===== src/sv/lbm_pkg.sv =====
// Shared constants, types and helper functions of the latency budget monitor.
// No dependencies.
`timescale 1ns / 1ps

package lbm_pkg;

  localparam int CATEGORIES = 8;
  localparam int WINDOW     = 64;

  localparam int CAT_W   = (CATEGORIES > 1) ? $clog2(CATEGORIES) : 1;
  localparam int WIN_W   = $clog2(WINDOW);
  localparam int FILL_W  = $clog2(WINDOW + 1);
  localparam int ADDR_W  = $clog2(CATEGORIES * WINDOW);
  localparam int SDEPTH  = 2 ** (ADDR_W + 1);
  localparam int TIME_W  = 24;
  localparam int VIOL_W  = 32;
  localparam int MEAN_W  = 32;
  localparam int CNT_W   = 7;
  localparam int ACC_W   = MEAN_W + CNT_W + 1;
  localparam int NUM_REGS  = 8;
  localparam int REG_IDX_W = 3;

  localparam logic [CNT_W-1:0]  WEIGHT_CAP  = 7'd100;
  localparam logic [TIME_W-1:0] COPY_BUDGET = 24'd256;

  localparam logic [REG_IDX_W-1:0] REG_FRAME_TARGET = 3'd0;
  localparam logic [REG_IDX_W-1:0] REG_FRAME_SPIKE  = 3'd1;

  typedef logic [TIME_W-1:0] time_t;
  typedef logic [NUM_REGS-1:0][TIME_W-1:0] regs_t;

  localparam regs_t REG_RESET = {24'd512, 24'd1024, 24'd1024, 24'd256,
                                 24'd512, 24'd512, 24'd8533, 24'd4267};

  typedef struct packed {
    logic capture;
    logic rd_old;
    logic take_old;
    logic proc;
    logic tail;
    logic wr_mean;
    logic sel_p;
    logic sel_f;
    logic cap_f;
    logic load_out;
  } lbm_cmd_t;

  typedef struct packed {
    logic merge_end;
    logic proc_adv;
    logic div_done;
    logic out_free;
  } lbm_stat_t;

  // fold a category code into range by repeated subtraction
  function automatic logic [CAT_W-1:0] fold_cat(input logic [2:0] c);
    logic [4:0] v;
    v = {2'b00, c};
    for (int i = 0; i < 8; i++) begin
      if (v >= 5'(CATEGORIES)) v = v - 5'(CATEGORIES);
    end
    return v[CAT_W-1:0];
  endfunction

  function automatic time_t budget_of(input logic [CAT_W-1:0] c, input regs_t r);
    logic [4:0] cc;
    cc = 5'(c);
    if (cc == 5'd0) return r[REG_FRAME_TARGET];
    else if (cc <= 5'd6) return r[3'(cc) + 3'd1];
    else if (cc == 5'd7) return COPY_BUDGET;
    else return r[REG_FRAME_TARGET];
  endfunction

  // floor(n*0.95) = n - ceil(n/20); n/20 by reciprocal 3277/65536
  function automatic logic [WIN_W-1:0] p95_rank(input logic [FILL_W-1:0] n);
    logic [31:0] m;
    logic [31:0] q;
    m = 32'(n) + 32'd19;
    q = (m * 32'd3277) >> 16;
    return WIN_W'(32'(n) - q);
  endfunction

endpackage


===== src/sv/lbm_ctrl.sv =====
// Controller state machine: sequences window update, sorted merge, divide,
// percentile reads and result load. Depends on lbm_pkg.
`timescale 1ns / 1ps

module lbm_ctrl (
  input  logic                clk,
  input  logic                rst_n,
  input  logic                in_tvalid,
  output logic                in_tready,
  input  lbm_pkg::lbm_stat_t  stat,
  output lbm_pkg::lbm_cmd_t   cmd
);
  import lbm_pkg::*;

  typedef enum logic [3:0] {
    S_IDLE, S_OLD_RD, S_OLD_TAKE, S_FETCH, S_PROC, S_TAIL,
    S_WDIV, S_RD_P, S_RD_F, S_RD_F2, S_FIN
  } state_t;

  state_t state_r, state_nxt;

  always_comb begin
    cmd       = '0;
    state_nxt = state_r;
    unique case (state_r)
      S_IDLE: begin
        cmd.capture = in_tvalid;
        if (in_tvalid) state_nxt = S_OLD_RD;
      end
      S_OLD_RD: begin
        cmd.rd_old = 1'b1;
        state_nxt  = S_OLD_TAKE;
      end
      S_OLD_TAKE: begin
        cmd.take_old = 1'b1;
        state_nxt    = S_FETCH;
      end
      S_FETCH: state_nxt = stat.merge_end ? S_TAIL : S_PROC;
      S_PROC: begin
        cmd.proc = 1'b1;
        if (stat.proc_adv) state_nxt = S_FETCH;
      end
      S_TAIL: begin
        cmd.tail  = 1'b1;
        state_nxt = S_WDIV;
      end
      S_WDIV: begin
        cmd.wr_mean = stat.div_done;
        if (stat.div_done) state_nxt = S_RD_P;
      end
      S_RD_P: begin
        cmd.sel_p = 1'b1;
        state_nxt = S_RD_F;
      end
      S_RD_F: begin
        cmd.sel_f = 1'b1;
        state_nxt = S_RD_F2;
      end
      S_RD_F2: begin
        cmd.cap_f = 1'b1;
        state_nxt = S_FIN;
      end
      S_FIN: begin
        cmd.load_out = stat.out_free;
        if (stat.out_free) state_nxt = S_IDLE;
      end
      default: state_nxt = S_IDLE;
    endcase
  end

  always_ff @(posedge clk) begin
    if (!rst_n) state_r <= S_IDLE;
    else state_r <= state_nxt;
  end

  assign in_tready = state_r == S_IDLE;

endmodule


===== config.mk =====
export PLATFORM = sky130hd
export DESIGN_NAME = lbm_ctrl
export DESIGN_NICKNAME = d
export VERILOG_FILES = /design/src/sv/lbm_pkg.sv /design/src/sv/lbm_ctrl.sv
export SDC_FILE = /design/constraint.sdc
export NUM_CORES = 1
export LEC_CHECK = 0
export BUFFER_PORTS_ARGS = -buffer_cell sky130_fd_sc_hd__buf_2
export CAP_MARGIN = 20
export CORE_AREA = 2 2 39 41
export DETAILED_ROUTE_END_ITERATION = 10
export DIE_AREA = 0 0 41 43
export HOLD_SLACK_MARGIN = 0.1
export PLACE_DENSITY = 0.55
export SYNTH_ARGS = -nofsm -noshare
export SYNTH_HDL_FRONTEND = slang
export SYNTH_SLANG_ARGS = --single-unit

===== constraint.sdc =====
create_clock -name clk -period 1.2 [get_ports clk]
set_input_delay 0.06 -clock clk [delete_from_list [all_inputs] [get_ports clk]]
set_output_delay 0.06 -clock clk [all_outputs]
set_load 0.02 [all_outputs]

==> impl_summary.txt, run 1 <==
----------------------------------------------------
[GRT]
  Antenna violations before repair ... 0
  Global routing usage summed across all routing layers ... 12.8%
  Number of global-route vias before repair ... 421
  Pin count of the biggest net entering global routing ... 11
  Total gr overflow ... 0
  Global-route wire length before repair ... 1.65 mm

[Synthesis]
  Parity-gate share of the synthesized area counting xor and xnor cells ... 0%
  Fraction of the mapped netlist area in compound gates ... 21.6%
  Share of the yosys chip area belonging to registers ... 22.0%
  Post-synth EDFFs ... 0
  Yosys synthesis warning count ... 0
  Multiplexer share of the synthesized area ... 2.75%
  Area of the mapped netlist ... 364 µm²
  Post-synthesis sequential element count ... 4
  Fraction of the mapped netlist area in adder cells ... 0%
  Async set or reset register ratio after synthesis ... 0%
  Unique cell type count in the Yosys netlist ... 24
  Area fraction in and, or, nand and nor cells after synthesis ... 43.0%
  Syn Inst Count ... 50
  Post-Syn Area per Cell ... 7.28 µm²
  Ys flop type ... dfxtp_1
  Syn Nets ... 57
  Dominant combinational cell family by area after synthesis ... simple AND/OR/NAND/NOR gates

[Cells and area]
  ANT cells ... 0
  Non-Filler Instances ... 100
  Number of flip-flops under the largest register name ... 4
  Largest reg by FF count ... state_r
  Area used by sequential logic in the layout ... 95.1 µm²
  Filler instances ... 135
  Share of layout cells above drive strength 1 ... 69.0%
  Combined area of the multi-input logic cells ... 309 µm²
  Area growth from synthesis to layout ... 98.3%
  Registers with the most flip-flops ... state_r (4)
  Nets ... 93

[Timing]
  Worst-Margin Slew ... 0.257 ns
  Post-layout min period ... 1.28 ns
  Total setup violations reported at the end of the flow ... 7
  Timing-limited maximum frequency ... 783 MHz
  Summed negative setup slack over all endpoints ... -0.230 ns
  Share of the cycle needed by the critical path after routing ... 106%
  Min Hold Slack ... 0.199 ns
  Unrepaired setup endpoints after global routing ... yes
  Clk_skew ... 0.00321 ns
  Relative max-transition margin ... 82.7%
  Final number of hold-violating endpoints ... 0
  Final worst setup slack ... -0.0771 ns
  Final-report max-slew violation count ... 0

[Placement]
  Post-placement cell count ... 87
  DP HPWL ... 756 µm
  Port Buf Inserts ... 17
  GP Congestion ... 0.761
  Worst slack at placement ... 0.00741 ns

[Detailed routing]
  Total vias in the final route ... 504
  Total DRC errors in the routed layout ... 0
  Average via count per standard cell ... 5.04
  Antenna Violating Nets Remaining ... 0
  WL per Instance ... 11.5 µm
  Total wire length ... 1.15 mm
  Drt first-iter violations ... 5
  Number of optimization iterations in the first detailed-route pass ... 4

[Worst setup path]
  Largest fanout on the critical path ... 5
  Critical Path AT ... 1.22 ns
  Worst Setup Path Type ... register to primary output
  Number of cells on the worst reg-to-reg path ... 5
  Buffers & Inverters on Critical Path ... 2
  Worst endpoint required time ... 1.14 ns
  Worst path top cell family by delay ... simple AND/OR/NAND/NOR gates
  Critical Path Start Type ... register
  Cells traversed along the worst timing path ... buf_6 -> nor4_4 -> and2_4 -> buf_6
  Delay of the slowest cell on the worst path ... 0.35 ns
  Cell mode on critical path ... buf_6
  Critical-path cell with the highest stage delay ... dfxtp_4
  Total stage count of the critical path ... 4
  CP endpoint kind ... primary output

[Power]
  Areal power density over the cells ... 1180 mW/mm²
  Worst VDD drop ... 0.000527 V
  Proportion of power drawn by the clock network ... 18.8%
  Switching share of power ... 36.8%
  Proportion of power drawn by combinational gates ... 59.6%
  Fraction of power consumed by sequential logic ... 21.6%
  Post-layout power ... 0.849 mW
  Internal power ... 0.536 mW
  Leak Pwr ... 0.330 nW
  Switching power ... 0.313 mW

[Clocking]
  Max Buffers Root-to-Sink ... 2
  CTS tree ... yes
  Count of H-tree levels built during CTS ... 1
  Number of buffers added by the clock tree synthesis step ... 3
  Sink Count ... 4
  Worst-skew pair later-pin latency ... 0.23 ns
  Buffer type at the clock tree root ... clkbuf_4
  Clock-pin transition on the worst setup and hold timing paths ... 0.03 ns

[Worst hold path]
  Hold WC Path Type ... primary input to register
  Worst Hold Depth ... 5

[Die]
  Core region area ... 0.00138 mm²
  Area of the die ... 0.00176 mm²
  Core Rows ... 14
  Starting density of the core ... 26.3%
  Die extent in x ... 41 µm
  Number of top-level pins ... 18
  Die height ... 43 µm

[Run status]
  Violated checks ... setup timing
  Status ... complete, but fails checks

[Job]
  Max-capacitance violation count ... 0

----------------------------------------------------
## cell type report
class | instances | share of cell area, %
timing repair buffer | 35 | 36.6
tap | 16 | 2.77
clock buffer | 3 | 3.12
inverter | 3 | 1.56
multi-input combinational | 39 | 42.8
sequential | 4 | 13.2
## cell families after synthesis
group | after synthesis
AOI/OAI and AO/OA | 10
buffers and inverters | 7
DFF | 4
muxes | 1
and+or+nand+nor | 28
## layout by cell type (no fill, tap or decap), drive strengths merged
cell / n
buf: 34
nand2: 7
nor2: 7
nor3: 5
dfxtp: 4
o21a: 3
clkbuf: 3
nand2b: 3
nor4: 3
inv: 3
and3: 1
and2: 1
a21oi: 1
a311oi: 1
a22oi: 1
o211ai: 1
a31oi: 1
nand4: 1
o31ai: 1
mux2i: 1
o32ai: 1
dlygate4sd3: 1
## metal layers
metal | GRT usage [%] | share of wire (%) | up-vias
met2 | 23.1 | 53 | 22
met3 | 1.57 | 4.8 | 4
met4 | 2.00 | 0.95 | 0
met5 | 0 | 0 | -
li1 | - | - | 245
met1 | 15.4 | 41 | 233
## worst paths after layout
kind | end | from | slack [ns]
worst max-delay path | cmd[9] | state_r[1]$_SDFFE_PN0P_ | -0.08
worst min-delay path | state_r[0]$_SDFFE_PN0P_ | stat[3] | 0.20
worst max register to register | state_r[1]$_SDFFE_PN0P_ | state_r[1]$_SDFFE_PN0P_ | -0.02
worst min register to register | state_r[3]$_SDFFE_PN0P_ | state_r[2]$_SDFFE_PN0P_ | 0.63
## power by group through the flow
stage | Combinational, mW | Sequential, mW | Clock (mW)
after global placement | 0.309 | 0.198 | 0
final | 0.506 | 0.184 | 0.160
after global routing | 0.548 | 0.187 | 0.176
after CTS | 0.421 | 0.189 | 0.168
after floorplan | 0.224 | 0.175 | 0
after detailed placement | 0.311 | 0.198 | 0
## synthesized netlist by cell type (2+ instances only)
master	n	area, µm²
nand2_1	7	26.3
nor2_1	6	22.5
dfxtp_1	4	80.1
nor3_1	4	20.0
buf_4	3	22.5
inv_1	3	11.3
nand2b_1	3	18.8
o21a_1	3	22.5
nor4_1	2	12.5
## timing repair
action	in CTS	in global routing
buffers inserted	5	4
setup endpoints to repair	12	13
hold endpoints to repair	3	0
pin swaps	7	6
hold buffers	1	0
resized for setup	20	17
## metrics by stage
stage / utilization (%) / cell area (µm²)
floorplan: - / 367
global placement: 36.4 / 504
detailed placement: 36.4 / 504
CTS: 45.9 / 636
global route: 52.2 / 722
finish: 52.2 / 722
## tightest hold or removal path, cell delays in order
cell,delay [ns]
buf_2,0.09
inv_1,0.04
o32ai_1,0.08
nand2_1,0.07
nor2_1,0.04
Note: power is estimated with default switching activity, not from simulation.
==> run 2: changes to the inputs <==
==> constraint.sdc (replaced) <==
create_clock -name clk -period 1.2 [get_ports clk]
set_input_delay 0.06 -clock clk [delete_from_list [all_inputs] [get_ports clk]]
set_output_delay 0.06 -clock clk [all_outputs]
set_load 0.01 [all_outputs]
==> impl_summary.txt, run 2 (synthesis gave the netlist of run 1 again) <==
----------------------------------------------------
[Run status]
  Status ... complete, but fails checks (unchanged)
  Violated checks ... setup timing (unchanged)

[GRT]
  Global-route wire length before repair ... 1.72 mm (was 1.65 mm)
  Gr busiest metal ... met2 (unchanged)
  Total gr overflow ... 0 (unchanged)
  Pin count of the biggest net entering global routing ... 9 (was 11)
  Met1 routing resource usage after global routing ... 15.8% (was 15.4%)
  Antenna violations before repair ... 0 (unchanged)
  Grt met3 use ... 6.81% (was 1.57%)
  Number of global-route vias before repair ... 413 (was 421)
  Met2 global-route usage ... 24.4% (was 23.1%)
  Global routing usage summed across all routing layers ... 14.4% (was 12.8%)

[Timing]
  Timing-limited maximum frequency ... 786 MHz (was 783 MHz)
  Unrepaired setup endpoints after global routing ... yes (unchanged)
  Final number of hold-violating endpoints ... 0 (unchanged)
  Post-layout min period ... 1.27 ns (was 1.28 ns)
  Total setup violations reported at the end of the flow ... 1 (was 7)
  Min Hold Slack ... 0.178 ns (was 0.199 ns)
  Relative max-transition margin ... 82.1% (was 82.7%)
  Final-report max-slew violation count ... 0 (unchanged)
  Clk_skew ... 0.00483 ns (was 0.00321 ns)
  Worst-Margin Slew ... 0.267 ns (was 0.257 ns)
  Share of the cycle needed by the critical path after routing ... 106% (about the same)
  Final worst setup slack ... -0.0719 ns (was -0.0771 ns)

[Placement]
  DP HPWL ... 793 µm (was 756 µm)
  Worst slack at placement ... 0.00108 ns (was 0.00741 ns)
  GP Congestion ... 0.760 (was 0.761)
  Port Buf Inserts ... 17 (unchanged)
  Cell area after placement ... 494 µm² (was 504 µm²)

[Cells and area]
  Share of layout cells above drive strength 1 ... 65.0% (was 69.0%)
  Area growth from synthesis to layout ... 88.3% (was 98.3%)
  Registers with the most flip-flops ... state_r (4) (unchanged)
  Post-layout util ... 49.5% (was 52.2%)
  Post-Layout Inst Area ... 686 µm² (was 722 µm²)
  Most frequent cells in the layout ... buf_2, buf_6, buf_4 (was buf_4, buf_2, nand2_1, buf_6)
  ANT cells ... 0 (unchanged)
  Nets ... 89 (was 93)
  Area used by sequential logic in the layout ... 95.1 µm² (unchanged)
  Number of flip-flops under the largest register name ... 4 (unchanged)
  Largest reg by FF count ... state_r (unchanged)
  Filler instances ... 135 (unchanged)
  Most frequent standard cell in the layout excluding fill and tap cells ... buf_2 (was buf_4)
  Combined area of the multi-input logic cells ... 313 µm² (was 309 µm²)

[Worst setup path]
  Worst endpoint required time ... 1.14 ns (about the same)
  Delay of the slowest cell on the worst path ... 0.34 ns (was 0.35 ns)
  Worst Setup Path Type ... register to primary output (unchanged)
  Critical Path Start Type ... register (unchanged)
  Worst reg-to-reg setup slack ... 0.06 ns (was -0.02 ns)
  Largest fanout on the critical path ... 6 (was 5)
  Critical Path AT ... 1.21 ns (was 1.22 ns)
  Cells traversed along the worst timing path ... buf_6 -> nor4_4 -> and2_1 -> buf_2 (was buf_6 -> nor4_4 -> and2_4 -> buf_6)
  CP endpoint kind ... primary output (unchanged)
  Number of cells on the worst reg-to-reg path ... 5 (unchanged)
  Critical-path cell with the highest stage delay ... dfxtp_4 (unchanged)

[Clocking]
  Buffer type at the clock tree root ... clkbuf_4 (unchanged)
  Number of buffers added by the clock tree synthesis step ... 3 (unchanged)
  Count of H-tree levels built during CTS ... 1 (unchanged)
  Max Buffers Root-to-Sink ... 2 (unchanged)
  Sink Count ... 4 (unchanged)
  Clock-pin transition on the worst setup and hold timing paths ... 0.04 ns (was 0.03 ns)
  Worst-skew pair later-pin latency ... 0.23 ns (about the same)
  CTS tree ... yes (unchanged)

[Job]
  Max-capacitance violation count ... 0 (unchanged)

[Detailed routing]
  Drt first-iter violations ... 4 (was 5)
  Total vias in the final route ... 481 (was 504)
  Average via count per standard cell ... 5.01 (was 5.04)
  Total DRC errors in the routed layout ... 0 (unchanged)
  WL per Instance ... 12.2 µm (was 11.5 µm)
  Number of optimization iterations in the first detailed-route pass ... 4 (unchanged)
  Total wire length ... 1.17 mm (was 1.15 mm)
  Antenna Violating Nets Remaining ... 0 (unchanged)

[Power]
  Internal power ... 0.492 mW (was 0.536 mW)
  Proportion of power drawn by the clock network ... 21.1% (was 18.8%)
  Switching share of power ... 36.2% (was 36.8%)
  Fraction of power consumed by sequential logic ... 24.0% (was 21.6%)
  Areal power density over the cells ... 1120 mW/mm² (was 1180 mW/mm²)
  Leak Pwr ... 0.312 nW (was 0.330 nW)
  Worst VDD drop ... 0.000558 V (was 0.000527 V)
  Proportion of power drawn by combinational gates ... 54.9% (was 59.6%)
  Switching power ... 0.279 mW (was 0.313 mW)

[Die]
  Area of the die ... 0.00176 mm² (unchanged)
  Number of top-level pins ... 18 (unchanged)
  Die height ... 43 µm (unchanged)
  Core region area ... 0.00138 mm² (unchanged)
  Die extent in x ... 41 µm (unchanged)
  Starting density of the core ... 26.3% (unchanged)
  Core Rows ... 14 (unchanged)

[Worst hold path]
  Worst Hold Depth ... 5 (unchanged)
  Hold WC Path Type ... primary input to register (unchanged)

----------------------------------------------------
## run 2: changes by cell type in the layout (fill, tap and decap cells not counted), moves of 2 or more
cell,delta
buf_6,+2
nor2_2,-2
buf_4,-14
buf_2,+8
## run 2: repair_timing
action / CTS / global route
hold buffers: 1 / 0
hold endpoints to repair: 2 / 0
cloned: 0 / 0
pin swaps: 4 / 7
buffers inserted: 4 / 2
setup endpoints to repair: 12 / 11
gates resized for setup: 13 / 16
## run 2: per-layer routing
layer,up-vias,part of all wire [%]
met5,-,0
met4,0,0
met3,0,7.6
met2,21,53
met1,223,40
li1,237,-
## run 2: cell type report
class	count	share of cell area, %
multi-input cells	39	45.6
repair buffers	31	32.3
flip-flops and latches	4	13.9
clock buffers	3	3.28
well taps	16	2.92
inverters	3	2.01
## run 2: critical path: cells and delay by family, from the launching register on
kind          cells  cell delay (ns)
buf+inv           2             0.25
flops             1             0.34
simple gates      2             0.39
## run 2: worst paths after layout
| kind | startpoint | to |
|---|---|---|
| setup / recovery | state_r[1]$_SDFFE_PN0P_ | cmd[9] |
| hold / removal | stat[3] | state_r[0]$_SDFFE_PN0P_ |
| setup reg to reg | state_r[1]$_SDFFE_PN0P_ | state_r[1]$_SDFFE_PN0P_ |
| hold reg to reg | state_r[2]$_SDFFE_PN0P_ | state_r[1]$_SDFFE_PN0P_ |
## run 2: per-stage QoR
stage / total power [mW] / setup TNS, ns / instances
floorplan: 0.368 / 0 / 50
finish: 0.770 / -0.0719 / 96
global placement: 0.466 / 0 / 86
global route: 0.849 / -0.397 / 96
CTS: 0.695 / -0.106 / 94
detailed placement: 0.470 / 0 / 86
## run 2: power by group through the flow
stage / Clock (mW) / Sequential [mW] / Combinational, mW
2_1_floorplan: 0 / 0.175 / 0.192
3_3_place_gp: 0 / 0.198 / 0.269
3_5_place_dp: 0 / 0.198 / 0.271
4_1_cts: 0.169 / 0.180 / 0.346
5_1_grt: 0.198 / 0.187 / 0.463
6_report: 0.163 / 0.185 / 0.423
==> run 3: changes to the inputs <==
BUFFER_PORTS_ARGS = default   (was -buffer_cell sky130_fd_sc_hd__buf_2)
DONT_BUFFER_PORTS = 1   (was default)
PLACE_DENSITY = 0.44   (was 0.55)
clock period = 1.3 ns   (was 1.2 ns; I/O delays follow)
==> impl_summary.txt, run 3 (synthesis gave the netlist of run 1 again) <==
----------------------------------------------------
[Timing]
  Worst-Margin Slew ... 0.268 ns (was 0.267 ns)
  Clk_skew ... 0.00110 ns (was 0.00483 ns)
  Summed negative setup slack over all endpoints ... 0 ns (was -0.0719 ns)
  Share of the cycle needed by the critical path after routing ... 95.5%
  Post-layout min period ... 1.24 ns
  Unrepaired setup endpoints after global routing ... yes (unchanged)
  Final worst setup slack ... 0.0580 ns (was -0.0719 ns)
  Final-report max-slew violation count ... 0 (unchanged)
  Final number of hold-violating endpoints ... 0 (unchanged)
  Relative max-transition margin ... 82.0% (was 82.1%)
  Total setup violations reported at the end of the flow ... 0 (was 1)
  Timing-limited maximum frequency ... 805 MHz

[Job]
  Max-capacitance violation count ... 0 (unchanged)

[GRT]
  Global-route wire length before repair ... 1.37 mm (was 1.72 mm)
  Global routing usage summed across all routing layers ... 11.2% (was 14.4%)
  Pin count of the biggest net entering global routing ... 13 (was 9)
  Number of global-route vias before repair ... 331 (was 413)
  Antenna violations before repair ... 0 (unchanged)
  Total gr overflow ... 0 (unchanged)

[Cells and area]
  Most frequent standard cell in the layout excluding fill and tap cells ... buf_4 (was buf_2)
  Area growth from synthesis to layout ... 40.5% (was 88.3%)
  Share of layout cells above drive strength 1 ... 41.0% (was 65.0%)
  Number of flip-flops under the largest register name ... 4 (unchanged)
  ANT cells ... 0 (unchanged)
  Largest reg by FF count ... state_r (unchanged)
  Non-Filler Instances ... 77 (was 96)
  Most frequent cells in the layout ... buf_4, nand2_1, nor2_1 (was buf_2, buf_6, buf_4)
  Post-layout util ... 37.0% (was 49.5%)
  Nets ... 70 (was 89)
  Post-Layout Inst Area ... 512 µm² (was 686 µm²)
  Registers with the most flip-flops ... state_r (4) (unchanged)

[Run status]
  Status ... finished, final reports clean (was complete, but fails checks)

[Worst setup path]
  Critical Path Start Type ... register (unchanged)
  Worst reg-to-reg setup slack ... 0.15 ns (was 0.06 ns)
  Delay of the slowest cell on the worst path ... 0.38 ns (was 0.34 ns)
  Critical Path AT ... 1.18 ns (was 1.21 ns)
  Worst endpoint required time ... 1.24 ns (was 1.14 ns)
  Largest fanout on the critical path ... 12 (was 6)
  Worst Setup Path Type ... register to primary output (unchanged)
  CP endpoint kind ... primary output (unchanged)
  Critical-path cell with the highest stage delay ... dfxtp_4 (unchanged)
  Critical R2R Launch ... state_r[1]$_SDFFE_PN0P_ (unchanged)
  Cells traversed along the worst timing path ... buf_4 -> nor4_4 -> and2_1 (was buf_6 -> nor4_4 -> and2_1 -> buf_2)
  Number of cells on the worst reg-to-reg path ... 4 (was 5)
  Capturing point of the worst reg2reg path ... state_r[1]$_SDFFE_PN0P_ (unchanged)

[Clocking]
  Clock-pin transition on the worst setup and hold timing paths ... 0.04 ns (about the same)
  Number of buffers inserted to repair setup after CTS ... 0 (was 4)
  Number of buffers added by the clock tree synthesis step ... 3 (unchanged)
  Max Buffers Root-to-Sink ... 2 (unchanged)
  Worst-skew pair later-pin latency ... 0.23 ns (about the same)
  Count of H-tree levels built during CTS ... 1 (unchanged)
  Sink Count ... 4 (unchanged)
  CTS tree ... yes (unchanged)
  Buffer type at the clock tree root ... clkbuf_4 (unchanged)

[Die]
  Die extent in x ... 41 µm (unchanged)
  Number of top-level pins ... 18 (unchanged)
  Core Rows ... 14 (unchanged)
  Die height ... 43 µm (unchanged)
  Core region area ... 0.00138 mm² (unchanged)
  Starting density of the core ... 26.3% (unchanged)
  Area of the die ... 0.00176 mm² (unchanged)

[Worst hold path]
  HP Start ... stat[2] (was stat[3])
  Destination of the worst hold path ... state_r[2]$_SDFFE_PN0P_ (was state_r[0]$_SDFFE_PN0P_)
  Hold WC Path Type ... primary input to register (unchanged)
  Worst Hold Depth ... 3 (was 5)

[Placement]
  Cell area after placement ... 432 µm² (was 494 µm²)
  Port Buf Inserts ... 0 (was 17)
  Post-placement cell count ... 72 (was 86)
  Worst slack at placement ... 0.0214 ns (was 0.00108 ns)
  DP HPWL ... 676 µm (was 793 µm)
  GP Congestion ... 0.698 (was 0.760)

[Power]
  Fraction of power consumed by sequential logic ... 33.6% (was 24.0%)
  Areal power density over the cells ... 1140 mW/mm² (was 1120 mW/mm²)
  Switching power ... 0.218 mW (was 0.279 mW)
  Internal power ... 0.365 mW (was 0.492 mW)
  Leak Pwr ... 0.207 nW (was 0.312 nW)
  Proportion of power drawn by combinational gates ... 39.7% (was 54.9%)
  Proportion of power drawn by the clock network ... 26.7% (was 21.1%)
  Worst VDD drop ... 0.000704 V (was 0.000558 V)
  Switching share of power ... 37.3% (was 36.2%)

[Detailed routing]
  Average via count per standard cell ... 5.22 (was 5.01)
  Antenna Violating Nets Remaining ... 0 (unchanged)
  WL per Instance ... 12.2 µm (about the same)
  Drt first-iter violations ... 1 (was 4)
  Total vias in the final route ... 402 (was 481)
  Number of optimization iterations in the first detailed-route pass ... 2 (was 4)
  Total wire length ... 940 µm (was 1.17 mm)
  Total DRC errors in the routed layout ... 0 (unchanged)

----------------------------------------------------
## run 3: timing repair
| action | 4_1_cts | 5_1_grt |
|---|---|---|
| hold buffers | 2 | 0 |
| endpoints found under the setup margin | 11 | 5 |
| pin swaps | 0 | 0 |
| endpoints found under the hold margin | 4 | 0 |
| gates resized for setup | 5 | 7 |
| cloned | 0 | 0 |
## run 3: worst max-delay path: cells and delay by family, from the launching register on
family	cells	cell delay (ns)
flip-flops	1	0.38
buffers and inverters	1	0.15
AND/OR/NAND/NOR	2	0.41
## run 3: how the worst max path moves through the flow
stage,from,cells past startpoint,to,slack [ns]
after CTS,state_r[3]$_SDFFE_PN0P_,3,cmd[0],0.001
final,state_r[1]$_SDFFE_PN0P_,3,cmd[9],0.06
after detailed placement,state_r[1]$_SDFFE_PN0P_,3,state_r[1]$_SDFFE_PN0P_,0.02
after floorplan,state_r[3]$_SDFFE_PN0P_,3,cmd[0],0.21
after global placement,state_r[1]$_SDFFE_PN0P_,3,state_r[1]$_SDFFE_PN0P_,0.03
after global routing,state_r[1]$_SDFFE_PN0P_,3,cmd[9],0.007
## run 3: final cells by class
type / count / area (µm²)
well taps: 16 / 20.0
flip-flops and latches: 4 / 95.1
repair buffers: 12 / 95.1
multi-input cells: 39 / 268
fillers: 143 / 872
clock buffers: 3 / 22.5
inverters: 3 / 11.3
## run 3: per-stage QoR
stage / total power [mW] / hold WS (ns)
after floorplan: 0.339 / 0.179
after CTS: 0.583 / 0.120
after global routing: 0.624 / 0.155
final: 0.583 / 0.124
after detailed placement: 0.407 / 0.186
after global placement: 0.407 / 0.196
## run 3: power by group through the flow
stage          logic, mW  clock network, mW  registers, mW
3_3_place_gp       0.218                  0          0.190
5_1_grt            0.257              0.167          0.200
6_report           0.232              0.155          0.196
2_1_floorplan      0.177                  0          0.162
4_1_cts            0.226              0.166          0.192
3_5_place_dp       0.218                  0          0.189
## run 3: layer usage
layer	track usage, %	routed length [µm]
met2	14.4	392
met4	2.00	0
met5	0	0
met3	6.81	103
met1	16.1	445
